$ cat src/rtl/otp_pkg.sv
package otp_pkg;

  localparam int NUM_TIMERS  = 8;
  localparam int MAX_RESULTS = 8;

  localparam int IDX_W   = (NUM_TIMERS > 1) ? $clog2(NUM_TIMERS) : 1;
  localparam int CNT_W   = $clog2(NUM_TIMERS + 1);
  localparam int RES_W   = $clog2(MAX_RESULTS + 1);
  localparam int COUNT_W = 32;
  localparam int TAG_W   = 8;
  localparam int SLOT_W  = 8;
  localparam int RAM_W   = TAG_W + COUNT_W;

  localparam logic [SLOT_W-1:0] NO_SLOT = 8'hFF;

  typedef enum logic [1:0] {
    ACT_TICK  = 2'd0,
    ACT_START = 2'd1,
    ACT_STOP  = 2'd2,
    ACT_QUERY = 2'd3
  } action_t;

  typedef enum logic [2:0] {
    KIND_EXPIRY  = 3'd0,
    KIND_STARTED = 3'd1,
    KIND_FULL    = 3'd2,
    KIND_ZERO    = 3'd3,
    KIND_STOPPED = 3'd4,
    KIND_QUERY   = 3'd5
  } kind_t;

  typedef enum logic [1:0] {
    ST_IDLE,
    ST_QUERY,
    ST_TICK,
    ST_TICK_END
  } state_t;

  typedef struct packed {
    logic             set_en;
    logic [IDX_W-1:0] set_idx;
    logic             clr_en;
    logic [IDX_W-1:0] clr_idx;
  } slot_cmd_t;

  typedef struct packed {
    logic [NUM_TIMERS-1:0] active;
    logic [NUM_TIMERS-1:0] written;
    logic                  free_found;
    logic [IDX_W-1:0]      free_idx;
  } slot_stat_t;

endpackage

$ cat src/rtl/otp_ram.sv
module otp_ram #(
  parameter int WIDTH = 8,
  parameter int DEPTH = 8
) (
  input  logic                                     clk,
  input  logic                                     we,
  input  logic [((DEPTH > 1) ? $clog2(DEPTH) : 1)-1:0] waddr,
  input  logic [WIDTH-1:0]                         wdata,
  input  logic [((DEPTH > 1) ? $clog2(DEPTH) : 1)-1:0] raddr,
  output logic [WIDTH-1:0]                         rdata
);

  logic [WIDTH-1:0] mem [DEPTH];

  always_ff @(posedge clk) begin
    if (we) begin
      mem[waddr] <= wdata;
    end
    rdata <= mem[raddr];
  end

endmodule

$ cat src/rtl/otp_slots.sv
module otp_slots (
  input  logic               clk,
  input  logic               rst_n,
  input  otp_pkg::slot_cmd_t cmd,
  output otp_pkg::slot_stat_t stat
);

  logic [otp_pkg::NUM_TIMERS-1:0] active_r;
  logic [otp_pkg::NUM_TIMERS-1:0] active_nxt;
  logic [otp_pkg::NUM_TIMERS-1:0] written_r;
  logic [otp_pkg::NUM_TIMERS-1:0] written_nxt;
  logic                           free_found;
  logic [otp_pkg::IDX_W-1:0]      free_idx;

  always_ff @(posedge clk) begin
    if (!rst_n) begin
      active_r  <= '0;
      written_r <= '0;
    end else begin
      active_r  <= active_nxt;
      written_r <= written_nxt;
    end
  end

  always_comb begin
    active_nxt  = active_r;
    written_nxt = written_r;
    if (cmd.clr_en) begin
      active_nxt[cmd.clr_idx] = 1'b0;
    end
    if (cmd.set_en) begin
      active_nxt[cmd.set_idx]  = 1'b1;
      written_nxt[cmd.set_idx] = 1'b1;
    end
  end

  // lowest inactive slot
  always_comb begin
    free_found = 1'b0;
    free_idx   = '0;
    for (int i = otp_pkg::NUM_TIMERS - 1; i >= 0; i--) begin
      if (!active_r[i]) begin
        free_found = 1'b1;
        free_idx   = otp_pkg::IDX_W'(i);
      end
    end
  end

  assign stat.active     = active_r;
  assign stat.written    = written_r;
  assign stat.free_found = free_found;
  assign stat.free_idx   = free_idx;

endmodule

$ cat src/rtl/one_shot_timer_pool_top.sv
// Pool of one-shot countdown timers. A word is taken when start is high and busy is low;
// in_action selects tick, start, stop or query. Start and stop answer in the next cycle,
// query after one read of the count memory (ST_QUERY, then the output register). A tick sweeps
// the slots through the count/tag memory one slot per cycle and holds busy while it reads
// every slot, does the last update and sends the final expiry; each expiry leaves as
// its own word in index order, out_last marks the final word of an item, and a tick with no
// expiry gives no word. Results are shown for one cycle under out_valid and cannot be stalled.
module one_shot_timer_pool_top (
  input  logic                         clk,
  input  logic                         rst_n,
  input  logic                         start,
  output logic                         busy,
  input  logic [1:0]                   in_action,
  input  logic [31:0]                  in_delay_ms,
  input  logic [7:0]                   in_callback_tag,
  input  logic [7:0]                   in_timer_index,
  output logic                         out_valid,
  output logic [2:0]                   out_result_kind,
  output logic [7:0]                   out_slot,
  output logic [7:0]                   out_tag,
  output logic                         out_expired,
  output logic                         out_last
);

  otp_pkg::state_t                state_r, state_nxt;
  logic [otp_pkg::CNT_W-1:0]      cnt_r, cnt_nxt;
  logic                           pv_r, pv_nxt;
  logic [otp_pkg::IDX_W-1:0]      pidx_r, pidx_nxt;
  logic [otp_pkg::RES_W-1:0]      nrep_r, nrep_nxt;
  logic                           pend_v_r, pend_v_nxt;
  logic [otp_pkg::IDX_W-1:0]      pend_idx_r, pend_idx_nxt;
  logic [otp_pkg::TAG_W-1:0]      pend_tag_r, pend_tag_nxt;
  logic [otp_pkg::SLOT_W-1:0]     q_idx_r, q_idx_nxt;

  logic                           ov_r, ov_nxt;
  otp_pkg::kind_t                 okind_r, okind_nxt;
  logic [otp_pkg::SLOT_W-1:0]     oslot_r, oslot_nxt;
  logic [otp_pkg::TAG_W-1:0]      otag_r, otag_nxt;
  logic                           oexp_r, oexp_nxt;
  logic                           olast_r, olast_nxt;

  logic                           ram_we;
  logic [otp_pkg::IDX_W-1:0]      ram_waddr;
  logic [otp_pkg::RAM_W-1:0]      ram_wdata;
  logic [otp_pkg::IDX_W-1:0]      ram_raddr;
  logic [otp_pkg::RAM_W-1:0]      ram_rdata;

  otp_pkg::slot_cmd_t             scmd;
  otp_pkg::slot_stat_t            sstat;

  otp_pkg::action_t               act;
  logic                           accept;
  logic                           in_idx_ok;
  logic                           q_idx_ok;
  logic [otp_pkg::COUNT_W-1:0]    rd_count;
  logic [otp_pkg::COUNT_W-1:0]    dec_count;
  logic [otp_pkg::TAG_W-1:0]      rd_tag;

  otp_ram #(
    .WIDTH (otp_pkg::RAM_W),
    .DEPTH (otp_pkg::NUM_TIMERS)
  ) u_ram (
    .clk   (clk),
    .we    (ram_we),
    .waddr (ram_waddr),
    .wdata (ram_wdata),
    .raddr (ram_raddr),
    .rdata (ram_rdata)
  );

  otp_slots u_slots (
    .clk   (clk),
    .rst_n (rst_n),
    .cmd   (scmd),
    .stat  (sstat)
  );

  assign act       = otp_pkg::action_t'(in_action);
  assign busy      = (state_r != otp_pkg::ST_IDLE);
  assign accept    = start && !busy;
  assign in_idx_ok = in_timer_index < otp_pkg::SLOT_W'(otp_pkg::NUM_TIMERS);
  assign q_idx_ok  = q_idx_r < otp_pkg::SLOT_W'(otp_pkg::NUM_TIMERS);
  assign rd_tag    = ram_rdata[otp_pkg::RAM_W-1:otp_pkg::COUNT_W];
  assign dec_count = rd_count - otp_pkg::COUNT_W'(1);

  // never-written entry reads as zero count
  always_comb begin
    rd_count = '0;
    if (state_r == otp_pkg::ST_QUERY) begin
      if (sstat.written[q_idx_r[otp_pkg::IDX_W-1:0]]) begin
        rd_count = ram_rdata[otp_pkg::COUNT_W-1:0];
      end
    end else if (sstat.written[pidx_r]) begin
      rd_count = ram_rdata[otp_pkg::COUNT_W-1:0];
    end
  end

  always_ff @(posedge clk) begin
    if (!rst_n) begin
      state_r  <= otp_pkg::ST_IDLE;
      ov_r     <= 1'b0;
      pv_r     <= 1'b0;
      pend_v_r <= 1'b0;
      cnt_r    <= '0;
      nrep_r   <= '0;
    end else begin
      state_r  <= state_nxt;
      ov_r     <= ov_nxt;
      pv_r     <= pv_nxt;
      pend_v_r <= pend_v_nxt;
      cnt_r    <= cnt_nxt;
      nrep_r   <= nrep_nxt;
    end
  end

  always_ff @(posedge clk) begin
    pidx_r     <= pidx_nxt;
    pend_idx_r <= pend_idx_nxt;
    pend_tag_r <= pend_tag_nxt;
    q_idx_r    <= q_idx_nxt;
    okind_r    <= okind_nxt;
    oslot_r    <= oslot_nxt;
    otag_r     <= otag_nxt;
    oexp_r     <= oexp_nxt;
    olast_r    <= olast_nxt;
  end

  always_comb begin
    state_nxt    = state_r;
    cnt_nxt      = cnt_r;
    pv_nxt       = 1'b0;
    pidx_nxt     = pidx_r;
    nrep_nxt     = nrep_r;
    pend_v_nxt   = pend_v_r;
    pend_idx_nxt = pend_idx_r;
    pend_tag_nxt = pend_tag_r;
    q_idx_nxt    = q_idx_r;

    ov_nxt    = 1'b0;
    okind_nxt = okind_r;
    oslot_nxt = oslot_r;
    otag_nxt  = '0;
    oexp_nxt  = 1'b0;
    olast_nxt = 1'b1;

    ram_we    = 1'b0;
    ram_waddr = '0;
    ram_wdata = '0;
    ram_raddr = '0;
    scmd      = '0;

    case (state_r)
      otp_pkg::ST_IDLE: begin
        if (accept) begin
          case (act)
            otp_pkg::ACT_TICK: begin
              state_nxt  = otp_pkg::ST_TICK;
              cnt_nxt    = '0;
              nrep_nxt   = '0;
              pend_v_nxt = 1'b0;
            end
            otp_pkg::ACT_START: begin
              ov_nxt = 1'b1;
              if (in_delay_ms == '0) begin
                okind_nxt = otp_pkg::KIND_ZERO;
                oslot_nxt = otp_pkg::NO_SLOT;
              end else if (!sstat.free_found) begin
                okind_nxt = otp_pkg::KIND_FULL;
                oslot_nxt = otp_pkg::NO_SLOT;
              end else begin
                okind_nxt    = otp_pkg::KIND_STARTED;
                oslot_nxt    = otp_pkg::SLOT_W'(sstat.free_idx);
                ram_we       = 1'b1;
                ram_waddr    = sstat.free_idx;
                ram_wdata    = {in_callback_tag, in_delay_ms};
                scmd.set_en  = 1'b1;
                scmd.set_idx = sstat.free_idx;
              end
            end
            otp_pkg::ACT_STOP: begin
              ov_nxt       = 1'b1;
              okind_nxt    = otp_pkg::KIND_STOPPED;
              oslot_nxt    = in_timer_index;
              scmd.clr_en  = in_idx_ok;
              scmd.clr_idx = in_timer_index[otp_pkg::IDX_W-1:0];
            end
            otp_pkg::ACT_QUERY: begin
              state_nxt = otp_pkg::ST_QUERY;
              q_idx_nxt = in_timer_index;
              ram_raddr = in_timer_index[otp_pkg::IDX_W-1:0];
            end
            default: begin
              state_nxt = otp_pkg::ST_IDLE;
            end
          endcase
        end
      end

      otp_pkg::ST_QUERY: begin
        ov_nxt    = 1'b1;
        okind_nxt = otp_pkg::KIND_QUERY;
        oslot_nxt = q_idx_r;
        oexp_nxt  = q_idx_ok && (rd_count == '0);
        state_nxt = otp_pkg::ST_IDLE;
      end

      otp_pkg::ST_TICK: begin
        // read slot cnt_r while slot pidx_r is updated
        if (cnt_r != otp_pkg::CNT_W'(otp_pkg::NUM_TIMERS)) begin
          ram_raddr = cnt_r[otp_pkg::IDX_W-1:0];
          pv_nxt    = 1'b1;
          pidx_nxt  = cnt_r[otp_pkg::IDX_W-1:0];
          cnt_nxt   = cnt_r + otp_pkg::CNT_W'(1);
        end else begin
          state_nxt = otp_pkg::ST_TICK_END;
        end
        if (pv_r && sstat.active[pidx_r] && (rd_count != '0)) begin
          ram_we    = 1'b1;
          ram_waddr = pidx_r;
          ram_wdata = {rd_tag, dec_count};
          if (dec_count == '0) begin
            scmd.clr_en  = 1'b1;
            scmd.clr_idx = pidx_r;
            if (nrep_r != otp_pkg::RES_W'(otp_pkg::MAX_RESULTS)) begin
              nrep_nxt     = nrep_r + otp_pkg::RES_W'(1);
              pend_v_nxt   = 1'b1;
              pend_idx_nxt = pidx_r;
              pend_tag_nxt = rd_tag;
              if (pend_v_r) begin
                ov_nxt    = 1'b1;
                okind_nxt = otp_pkg::KIND_EXPIRY;
                oslot_nxt = otp_pkg::SLOT_W'(pend_idx_r);
                otag_nxt  = pend_tag_r;
                olast_nxt = 1'b0;
              end
            end
          end
        end
      end

      otp_pkg::ST_TICK_END: begin
        ov_nxt     = pend_v_r;
        okind_nxt  = otp_pkg::KIND_EXPIRY;
        oslot_nxt  = otp_pkg::SLOT_W'(pend_idx_r);
        otag_nxt   = pend_tag_r;
        pend_v_nxt = 1'b0;
        state_nxt  = otp_pkg::ST_IDLE;
      end

      default: begin
        state_nxt = otp_pkg::ST_IDLE;
      end
    endcase
  end

  assign out_valid       = ov_r;
  assign out_result_kind = okind_r;
  assign out_slot        = oslot_r;
  assign out_tag         = otag_r;
  assign out_expired     = oexp_r;
  assign out_last        = olast_r;

  a_single_last : assert property (@(posedge clk) disable iff (!rst_n)
    out_valid && (out_result_kind != otp_pkg::KIND_EXPIRY) |-> out_last)
    else $error("non-expiry word without last");

  a_expiry_slot : assert property (@(posedge clk) disable iff (!rst_n)
    out_valid && (out_result_kind == otp_pkg::KIND_EXPIRY)
      |-> out_slot < otp_pkg::SLOT_W'(otp_pkg::NUM_TIMERS))
    else $error("expiry from slot out of range");

  a_cmd_answer : assert property (@(posedge clk) disable iff (!rst_n)
    accept && ((act == otp_pkg::ACT_START) || (act == otp_pkg::ACT_STOP))
      |=> out_valid && out_last)
    else $error("start or stop not answered next cycle");

  a_query_answer : assert property (@(posedge clk) disable iff (!rst_n)
    accept && (act == otp_pkg::ACT_QUERY)
      |=> ##1 out_valid && (out_result_kind == otp_pkg::KIND_QUERY))
    else $error("query not answered");

  a_expired_kind : assert property (@(posedge clk) disable iff (!rst_n)
    out_valid && out_expired |-> out_result_kind == otp_pkg::KIND_QUERY)
    else $error("expired flag outside query answer");

  a_no_expiry_write_clash : assert property (@(posedge clk) disable iff (!rst_n)
    ram_we && (state_r == otp_pkg::ST_TICK) |-> sstat.written[ram_waddr])
    else $error("tick updated a never-started slot");

endmodule
$ cat config.mk
export PLATFORM = sky130hd
export DESIGN_NAME = one_shot_timer_pool_top
export DESIGN_NICKNAME = d
export VERILOG_FILES = /design/src/rtl/otp_pkg.sv /design/src/rtl/otp_ram.sv /design/src/rtl/otp_slots.sv /design/src/rtl/one_shot_timer_pool_top.sv
export SDC_FILE = /design/constraint.sdc
export NUM_CORES = 1
export LEC_CHECK = 0
export ABC_AREA = 1
export BUFFER_PORTS_ARGS = -buffer_cell sky130_fd_sc_hd__clkbuf_2
export CAP_MARGIN = 10
export CORE_MARGIN = 2
export CORE_UTILIZATION = 53
export CTS_BUF_LIST = sky130_fd_sc_hd__clkbuf_8
export DETAILED_ROUTE_END_ITERATION = 12
export GPL_ROUTABILITY_DRIVEN = 0
export PLACE_DENSITY_LB_ADDON = 0.12
export SKIP_LAST_GASP = 1
export SLEW_MARGIN = 5
export SYNTH_ARGS = -nofsm -noshare
export SYNTH_HDL_FRONTEND = slang
export SYNTH_SLANG_ARGS = --single-unit
$ cat constraint.sdc
create_clock -name clk -period 7.2 [get_ports clk]
set_input_delay 1.44 -clock clk [delete_from_list [all_inputs] [get_ports clk]]
set_output_delay 1.44 -clock clk [all_outputs]
set_load 0.005 [all_outputs]
==> results of run 1 <==
[state kept, by name, summed over array words and instances (netlist names)]
name and count:
out_tag 8, out_last 1, u_ram.mem 320, u_ram.rdata 40, u_slots.written_r 8, pv_r 1, out_slot 8, u_slots.active_r 8
pend_v_r 1, nrep_r 4, q_idx_r 8, cnt_r 4, pend_tag_r 8, out_result_kind 3, state_r 2, pend_idx_r 3
pidx_r 3, out_expired 1, out_valid 1
[cells by family after synthesis]
kind of cell | Yosys count | share of synthesized area [%]
AO/OA/AOI/OAI | 321 | 11.39
adder cells (fa/ha/maj) | 11 | 0.7331
buffers and inverters | 191 | 4.119
flip-flops | 432 | 64.89
XOR/XNOR | 6 | 0.2800
AND/OR/NAND/NOR | 733 | 16.19
multiplexers | 40 | 2.399
[per-stage QoR]
stage                     utilization (%)  area, µm²
after floorplan                         -      18770
after global placement              56.52      19620
after detailed placement            56.52      19620
after CTS                           60.36      20950
after global routing                60.38      20960
final                               60.38      20960
[cell usage after synthesis (2+ instances only)]
master    number  area (µm²)
xnor2_1        3       26.28
nor2_1       341        1280
buf_2         10       50.05
a22o_1        11       96.34
nand2_4        2       22.52
nand2_2        7       43.79
nand4_1       10       62.56
nor2_2         6       37.54
inv_1        111       416.7
xor2_1         3       26.28
nand3b_1       6       45.04
nor3_1         7       35.03
o41ai_2        3       48.80
nor2_4         4       45.04
a221oi_1       2       17.52
o21ai_0      144       720.7
a21oi_1       36       180.2
inv_2          4       15.01
mux2_2        40       450.4
a221o_1        2       20.02
and3_1         8       50.05
dfxtp_1       79        1582
a211oi_1       4       30.03
ha_1          11       137.6
a31oi_1        2       12.51
nand2_1      273        1025
o32ai_1       80       700.7
edfxtp_1     353       10600
o211ai_1       4       30.03
o41ai_1       23       201.4
nor4_1        11       68.82
o21ai_1        5       25.02
clkbuf_1      59       221.5
nand3_1       54       270.3
buf_6          5       56.30
[layout make-up]
type                    instances  area [µm²]
well taps                     455       569.3
inverters                     116       440.4
fillers                      2871       13750
repair buffers                 94       518.0
clock inverters                51       232.7
multi-input cells            1111        5918
flip-flops and latches        432       12180
clock buffers                  80        1101
[report_power, final]
part	switching [mW]	internal, mW	total, mW
sequential	0.104	2.80	2.90
combinational	0.686	0.314	1.00
clock	0.965	1.03	1.99
[per-layer routing]
metal,GRT usage [%],vias up,wire (µm)
met5,0,-,0
met4,11.74,0,1563
met3,4.239,103,3045
met2,41.03,526,21990
met1,36.77,6542,20870
li1,-,6387,-
[worst register-to-register path, delay by kind of cell (launching register included)]
kind / cells / cell delay (ns)
flip-flops: 1 / 0.45
adder cells (fa/ha/maj): 1 / 0.25
AND/OR/NAND/NOR: 13 / 3.20
buffers and inverters: 5 / 1.07
[path summary, 6_finish.rpt]
path,from,to,slack (ns)
worst max-delay path,state_r[1]$_SDFFE_PN0P_,u_ram.mem[1][34]$_DFFE_PP_,1.93
worst max register to register,state_r[1]$_SDFFE_PN0P_,u_ram.mem[1][34]$_DFFE_PP_,1.93
worst min register to register,u_ram.rdata[38]$_DFF_P_,pend_tag_r[6]$_DFFE_PP_,0.45
worst min-delay path,u_ram.rdata[38]$_DFF_P_,pend_tag_r[6]$_DFFE_PP_,0.45
==> qor.txt, run 1 <==
CP Buf/Inv Count -> 5
total grt overflow -> 0
# resized after CTS -> 0
Yosys cell types -> 46
Setup Buffers After CTS -> 0
DR vias/cell -> 5.796
ys async rst share -> 0%
Wirelength per Cell -> 20.29 µm
DRC Markers -> 0
Longest Clk Path Bufs -> 3
Final #Nets -> 1890
Tcrit/Tclk final -> 73.26%
First-pass DRT Iterations -> 5
layout cells sized above 1 -> 14.60%
clk_lat worst skew -> 0.62 ns
final hold vios -> 0
IO Port Bufs -> 75
final count of pins violating max slew -> 0
min-delay worst type -> flop to flop
status -> completed
vias in the first global route -> 13120
CTS tree -> built
CP max stage cell -> nor2_4
initial antenna violation count -> 0
Root Driver -> clkbuf_8
Final Non-Filler Cells -> 2339
Layout Area Growth over Synthesis -> 11.66%
# hold bufs at CTS -> 0
reg2reg path depth -> 19
Crit path depth -> 19
H-tree levels -> 3
Mapped Cells -> 1734
Seq cells post-synth -> 432
placed insts -> 2207
pre-CTS setup slack -> 1.751 ns
Diodes inserted -> 0
sequential-to-total area share from yosys stat -> 64.89%
Main synth FF type -> edfxtp_1
Tot Pwr -> 5.896 mW
Die ar. -> 0.03694 mm²
area of the mapped netlist -> 0.01877 mm²
relative slew slack -> 22.46%
fmax -> 189.6 MHz
VDD IR max -> 185.3 µV
worst-margin pin slew -> 1.159 ns
row cnt -> 68
first-pass GRT wire length -> 73370 µm
commonest cells after routing, fill and taps aside -> 353 x edfxtp_1, 334 x nor2_1, 272 x nand2_1
RSZ-0062 raised after global routing -> no
hold_ws -> 0.4498 ns
CP max stage delay -> 0.79 ns
ordered cell list for the critical path -> inv_2, nand2_4, nor2_1, nand2_1, nand2_1, inv_2, nand2_8, nand2_1, ha_1, nand3_1, nor2_1, nand4_1, nand3_1, nor2_1, inv_1, nand2_1, inv_1, nor2_4, buf_4
CTS buffer count -> 71
Max Clock Skew -> 0.02490 ns
Mapped Nets -> 1798
Top delay family on crit path -> simple AND/OR/NAND/NOR gates
Worst Hold Depth -> 0
Setup-failing EPs final -> 0
Detail Route Antenna Nets -> 0
number of synthesized flops with an enable pin -> 353
WS Path Type -> flop to flop
commonest non-fill, non-tap cell in the layout -> edfxtp_1
die height -> 192.2 µm
Warnings, synthesis -> 0
starting density of the core -> 54.08%
CP Launch Type -> flop
power per cell area -> 281.3 mW/mm²
Synth Area per Inst -> 10.83 µm²
largest fanout on the critical path -> 73
Req. time, crit path -> 7.48 ns
DRT iter0 DRCs -> 1216
CTS Sinks -> 432
max_cap viols -> 0
Worst Setup End Kind -> flop
final worst setup slack -> 1.925 ns
Critical Path AT -> 5.55 ns
Clock Pin Slew Worst Setup and Hold Paths -> 0.06 ns
minimum clock period -> 5.275 ns
Die X -> 192.2 µm
DPL Wire Length -> 30010 µm
Pleak -> 7.731 nW
total number of vias -> 13560
most frequent CP cell -> nand2_1
largest net degree at the start of global routing -> 101
final WL -> 47470 µm
Ports -> 76
GRT Total Usage -> 26.39%
core area -> 0.03471 mm²
setup TNS -> 0 ns
Note: power is estimated with default switching activity, not from simulation.
==> run 2: changes to the inputs <==
==> constraint.sdc (replaced) <==
create_clock -name clk -period 5.3 [get_ports clk]
set_input_delay 1.06 -clock clk [delete_from_list [all_inputs] [get_ports clk]]
set_output_delay 1.06 -clock clk [all_outputs]
set_load 0.005 [all_outputs]
==> qor.txt, run 2 (synthesis gave the netlist of run 1 again) <==
Final Non-Filler Cells -> 2347
WS Path Type -> flop to flop
Die X -> 192.2 µm
max_cap viols -> 0
Critical Path AT -> 4.90 ns
Req. time, crit path -> 5.54 ns
core area -> 0.03471 mm²
# resized after CTS -> 0
First-pass DRT Iterations -> 5
Root Driver -> clkbuf_8
Pleak -> 7.865 nW
worst reg2reg setup slack -> 0.64 ns
Clock Pin Slew Worst Setup and Hold Paths -> 0.06 ns
DRC Markers -> 0
final count of pins violating max slew -> 0
Reg area -> 0.01218 mm²
Worst Setup End Kind -> flop
Tcrit/Tclk final -> 87.89%
commonest non-fill, non-tap cell in the layout -> edfxtp_1
VDD IR max -> 282.2 µV
multi-input logic area -> 0.005918 mm²
min-delay worst type -> flop to flop
Setup-failing EPs final -> 0
CTS buffer count -> 70
Setup Buffers After CTS -> 0
Detail Route Antenna Nets -> 0
post-place instance area -> 0.01976 mm²
Ports -> 76
initial antenna violation count -> 0
largest net degree at the start of global routing -> 161
power per cell area -> 381.4 mW/mm²
Layout Area Growth over Synthesis -> 12.46%
part of the power in registers -> 48.9%
IO Port Bufs -> 75
worst-margin pin slew -> 1.196 ns
total grt overflow -> 0
start point of the worst min-delay path -> u_ram.rdata[37]$_DFF_P_
Top reg by flops -> u_ram.mem
final hold vios -> 0
minimum clock period -> 4.658 ns
final WL -> 46570 µm
Largest regs -> u_ram.mem: 320 flops, u_ram.rdata: 40 flops
sw frac -> 29.10%
total number of vias -> 13440
clk_lat worst skew -> 0.60 ns
layout cells sized above 1 -> 14.75%
vias in the first global route -> 12840
starting density of the core -> 54.08%
RSZ-0062 raised after global routing -> no
placed insts -> 2220
crit path from -> state_r[1]$_SDFFE_PN0P_
Die ar. -> 0.03694 mm²
DRT iter0 DRCs -> 1061
CTS Sinks -> 432
Wirelength per Cell -> 19.84 µm
die height -> 192.2 µm
RR Startpoint -> state_r[1]$_SDFFE_PN0P_
DPL Wire Length -> 29860 µm
# hold bufs at CTS -> 0
Psw -> 2.343 mW
Comb power frac -> 17.0%
status -> completed
GRT Total Usage -> 25.53%
Diodes inserted -> 0
first-pass GRT wire length -> 71300 µm
fmax -> 214.7 MHz
max reg flops -> 320
H-tree levels -> 3
relative slew slack -> 20.30%
largest fanout on the critical path -> 73
CP Launch Type -> flop
setup TNS -> 0 ns
row cnt -> 68
commonest cells after routing, fill and taps aside -> 353 x edfxtp_1, 334 x nor2_1, 272 x nand2_1
clock share of power -> 34.1%
Final #Nets -> 1901
DR vias/cell -> 5.726
P_int -> 5.709 mW
CTS tree -> built
Longest Clk Path Bufs -> 3
number of fill cells -> 2859
Max Clock Skew -> 0.02707 ns
design area -> 0.02111 mm²
-- run 2: routing by layer --
layer / vias up / part of all wire, % / GRT usage [%]
met5: - / 0 / 0
met4: 0 / 3.8 / 11.22
met3: 107 / 6.4 / 4.550
met2: 470 / 47 / 40.70
met1: 6465 / 43 / 34.46
li1: 6398 / - / -
-- run 2: cell type report --
class                   count  area share [%]
clock inverters            48           1.268
well taps                 455           2.696
multi-input cells        1111           28.03
repair buffers            106           3.058
clock buffers              79           5.150
inverters                 116           2.098
flip-flops and latches    432           57.70
-- run 2: worst paths after layout --
kind | end | cells past startpoint
max | u_ram.mem[7][0]$_DFFE_PP_ | 21
min | pend_tag_r[5]$_DFFE_PP_ | 0
min reg2reg | pend_tag_r[5]$_DFFE_PP_ | 0
max reg2reg | u_ram.mem[7][0]$_DFFE_PP_ | 21
-- run 2: power by group through the flow --
| stage | clock [mW] | combinational [mW] | sequential [mW] |
|---|---|---|---|
| after global placement | 0 | 1.34 | 4.00 |
| after global routing | 2.95 | 1.52 | 3.95 |
| after CTS | 2.81 | 1.36 | 3.93 |
| final | 2.75 | 1.37 | 3.93 |
| after detailed placement | 0 | 1.36 | 4.00 |
| after floorplan | 0 | 0.994 | 3.95 |
-- run 2: metrics by stage --
stage | hold WS (ns) | util (%) | total power [mW] | setup slack [ns]
after floorplan | 0.4091 | - | 4.942 | 0.6105
after global placement | 0.4215 | 56.92 | 5.332 | 0.8442
after detailed placement | 0.4240 | 56.92 | 5.353 | 0.6920
after CTS | 0.4439 | 60.82 | 8.098 | 0.6734
after global routing | 0.4654 | 60.82 | 8.418 | 0.3727
final | 0.4449 | 60.82 | 8.052 | 0.6421
-- run 2: worst max-delay path, stage by stage, from the launching register on --
cell,delay [ns]
dfxtp_1,0.45
inv_2,0.20
nand2_4,0.12
nor2_1,0.17
nand2_1,0.07
nand2_1,0.07
inv_2,0.06
nand2_8,0.30
nand2_1,0.20
ha_1,0.26
nand3_1,0.09
nor2_1,0.07
nand4_1,0.13
nand3_1,0.09
buf_4,0.21
nor2_1,0.16
inv_1,0.06
nand2_1,0.06
buf_4,0.18
inv_1,0.18
nor2_4,0.59
buf_4,0.51
==> run 3: changes to the inputs <==
--- a/config.mk
+++ b/config.mk
@@ -10,7 +10,6 @@
 export CAP_MARGIN = 10
 export CORE_MARGIN = 2
 export CORE_UTILIZATION = 53
-export CTS_BUF_LIST = sky130_fd_sc_hd__clkbuf_8
 export DETAILED_ROUTE_END_ITERATION = 12
 export GPL_ROUTABILITY_DRIVEN = 0
 export PLACE_DENSITY_LB_ADDON = 0.12
==> qor.txt, run 3 (synthesis gave the netlist of run 1 again) <==
status -> completed
Finished Core Util -> 60.91%
initial antenna violation count -> 0
Worst Hold Depth -> 0
Ports -> 76
min-delay worst type -> flop to flop
Setup-failing EPs final -> 0
DRT iter0 DRCs -> 1125
final WL -> 46240 µm
GRT Total Usage -> 25.28%
CTS Sinks -> 432
Req. time, crit path -> 5.51 ns
Top reg by flops -> u_ram.mem
Tot Pwr -> 8.257 mW
layout cells sized above 1 -> 13.79%
DR vias/cell -> 5.788
# hold bufs at CTS -> 0
Tcrit/Tclk final -> 87.14%
commonest non-fill, non-tap cell in the layout -> edfxtp_1
power per cell area -> 390.5 mW/mm²
final count of pins violating max slew -> 0
max_cap viols -> 0
worst-margin pin slew -> 1.216 ns
max reg flops -> 320
H-tree levels -> 2
CTS buffer count -> 45
DRC Markers -> 0
CP max stage cell -> nor2_4
Wirelength per Cell -> 20.07 µm
RSZ-0062 raised after global routing -> no
# resized after CTS -> 0
CP max stage delay -> 0.58 ns
Final #Nets -> 1876
Longest Clk Path Bufs -> 3
Layout Area Growth over Synthesis -> 12.64%
number of fill cells -> 2826
Largest regs -> u_ram.mem: 320 flops, u_ram.rdata: 40 flops
First-pass DRT Iterations -> 8
first-pass GRT wire length -> 70760 µm
row cnt -> 68
vias in the first global route -> 12600
Worst R2R End -> u_ram.mem[7][0]$_DFFE_PP_
fmax -> 216.5 MHz
Worst Setup End Kind -> flop
relative slew slack -> 18.93%
total number of vias -> 13340
most frequent CP cell -> nand2_1
core area -> 0.03471 mm²
Root Driver -> clkbuf_16
final hold vios -> 0
Max Clock Skew -> 0.02296 ns
minimum clock period -> 4.619 ns
Reg area -> 0.01218 mm²
Critical Path AT -> 4.83 ns
multi-input logic area -> 0.005918 mm²
Detail Route Antenna Nets -> 0
IO Port Bufs -> 75
total grt overflow -> 0
die height -> 192.2 µm
reg2reg path depth -> 21
Die ar. -> 0.03694 mm²
start point of the worst min-delay path -> u_ram.rdata[36]$_DFF_P_
Clock Pin Slew Worst Setup and Hold Paths -> 0.06 ns
Die X -> 192.2 µm
worst reg2reg setup slack -> 0.68 ns
starting density of the core -> 54.08%
clk_lat worst skew -> 0.57 ns
CP Launch Type -> flop
commonest cells after routing, fill and taps aside -> 353 x edfxtp_1, 334 x nor2_1, 272 x nand2_1
largest fanout on the critical path -> 73
WS Path Type -> flop to flop
Diodes inserted -> 0
largest net degree at the start of global routing -> 161
Worst Hold End -> pend_tag_r[4]$_DFFE_PP_
RR Startpoint -> state_r[1]$_SDFFE_PN0P_
CTS tree -> built
ordered cell list for the critical path -> inv_2, nand2_4, nor2_1, nand2_1, nand2_1, inv_2, nand2_8, nand2_1, ha_1, nand3_1, nor2_1, nand4_1, nand3_1, buf_4, nor2_1, inv_1, nand2_1, buf_4, inv_1, nor2_4, buf_4
Setup Buffers After CTS -> 0
Pleak -> 7.726 nW
VDD IR max -> 313.9 µV
setup TNS -> 0 ns
DPL Wire Length -> 29860 µm
==> run 3: cell types whose count changed in the layout (fill, tap and decap cells not counted), sizes merged <==
| cell | delta |
|---|---|
| inv | -41 |
| clkbuf | -23 |
| clkinv | +22 |
| bufinv | -1 |
==> run 3: how the worst max path moves through the flow <==
| stage | from | endpoint | cells after the start |
|---|---|---|---|
| floorplan | in_delay_ms[21] | u_ram.mem[3][0]$_DFFE_PP_ | 12 |
| global placement | state_r[1]$_SDFFE_PN0P_ | u_ram.mem[7][0]$_DFFE_PP_ | 21 |
| detailed placement | state_r[1]$_SDFFE_PN0P_ | u_ram.mem[7][34]$_DFFE_PP_ | 21 |
| CTS | state_r[1]$_SDFFE_PN0P_ | u_ram.mem[7][35]$_DFFE_PP_ | 21 |
| global route | state_r[1]$_SDFFE_PN0P_ | u_ram.mem[7][34]$_DFFE_PP_ | 21 |
| finish | state_r[1]$_SDFFE_PN0P_ | u_ram.mem[7][0]$_DFFE_PP_ | 21 |
==> run 3: layer usage <==
layer / track usage (%) / share of wire, % / routed length, µm / up-vias
met5: 0 / 0 / 0 / -
met4: 10.45 / 3.8 / 1769 / 0
met3: 3.599 / 5.8 / 2677 / 101
met2: 40.72 / 47 / 21680 / 436
met1: 34.64 / 43 / 20110 / 6466
li1: - / - / - / 6333
==> run 3: cell type report <==
| type | count | share of cell area (%) |
|---|---|---|
| Sequential cell | 432 | 57.61 |
| Multi-Input combinational cell | 1111 | 27.99 |
| Clock buffer | 56 | 5.716 |
| Timing Repair Buffer | 106 | 3.053 |
| Tap cell | 455 | 2.692 |
| Inverter | 116 | 2.095 |
| Clock inverter | 28 | 0.8462 |
==> run 3: worst max-delay path: cells and delay by family, from the launching register on <==
| family | cells | cell delay (ns) |
|---|---|---|
| simple gates | 13 | 2.07 |
| buf+inv | 7 | 1.41 |
| flops | 1 | 0.45 |
| fa+ha+maj | 1 | 0.26 |
==> run 3: power breakdown <==
group          leakage [nW]  switching, mW  internal, mW
Sequential             3.91          0.134          3.80
Combinational          3.12          0.933         0.437
Clock                 0.687           1.28          1.67
==> run 3: metrics by stage <==
stage / instances / worst slack [ns] / instance area (µm²) / hold slack [ns]
floorplan: 1734 / 0.6105 / 18780 / 0.4091
global placement: 2220 / 0.8442 / 19760 / 0.4215
detailed placement: 2220 / 0.6920 / 19760 / 0.4240
CTS: 2304 / 0.6966 / 21150 / 0.4418
global route: 2304 / 0.3833 / 21150 / 0.4633
finish: 2304 / 0.6814 / 21150 / 0.4388
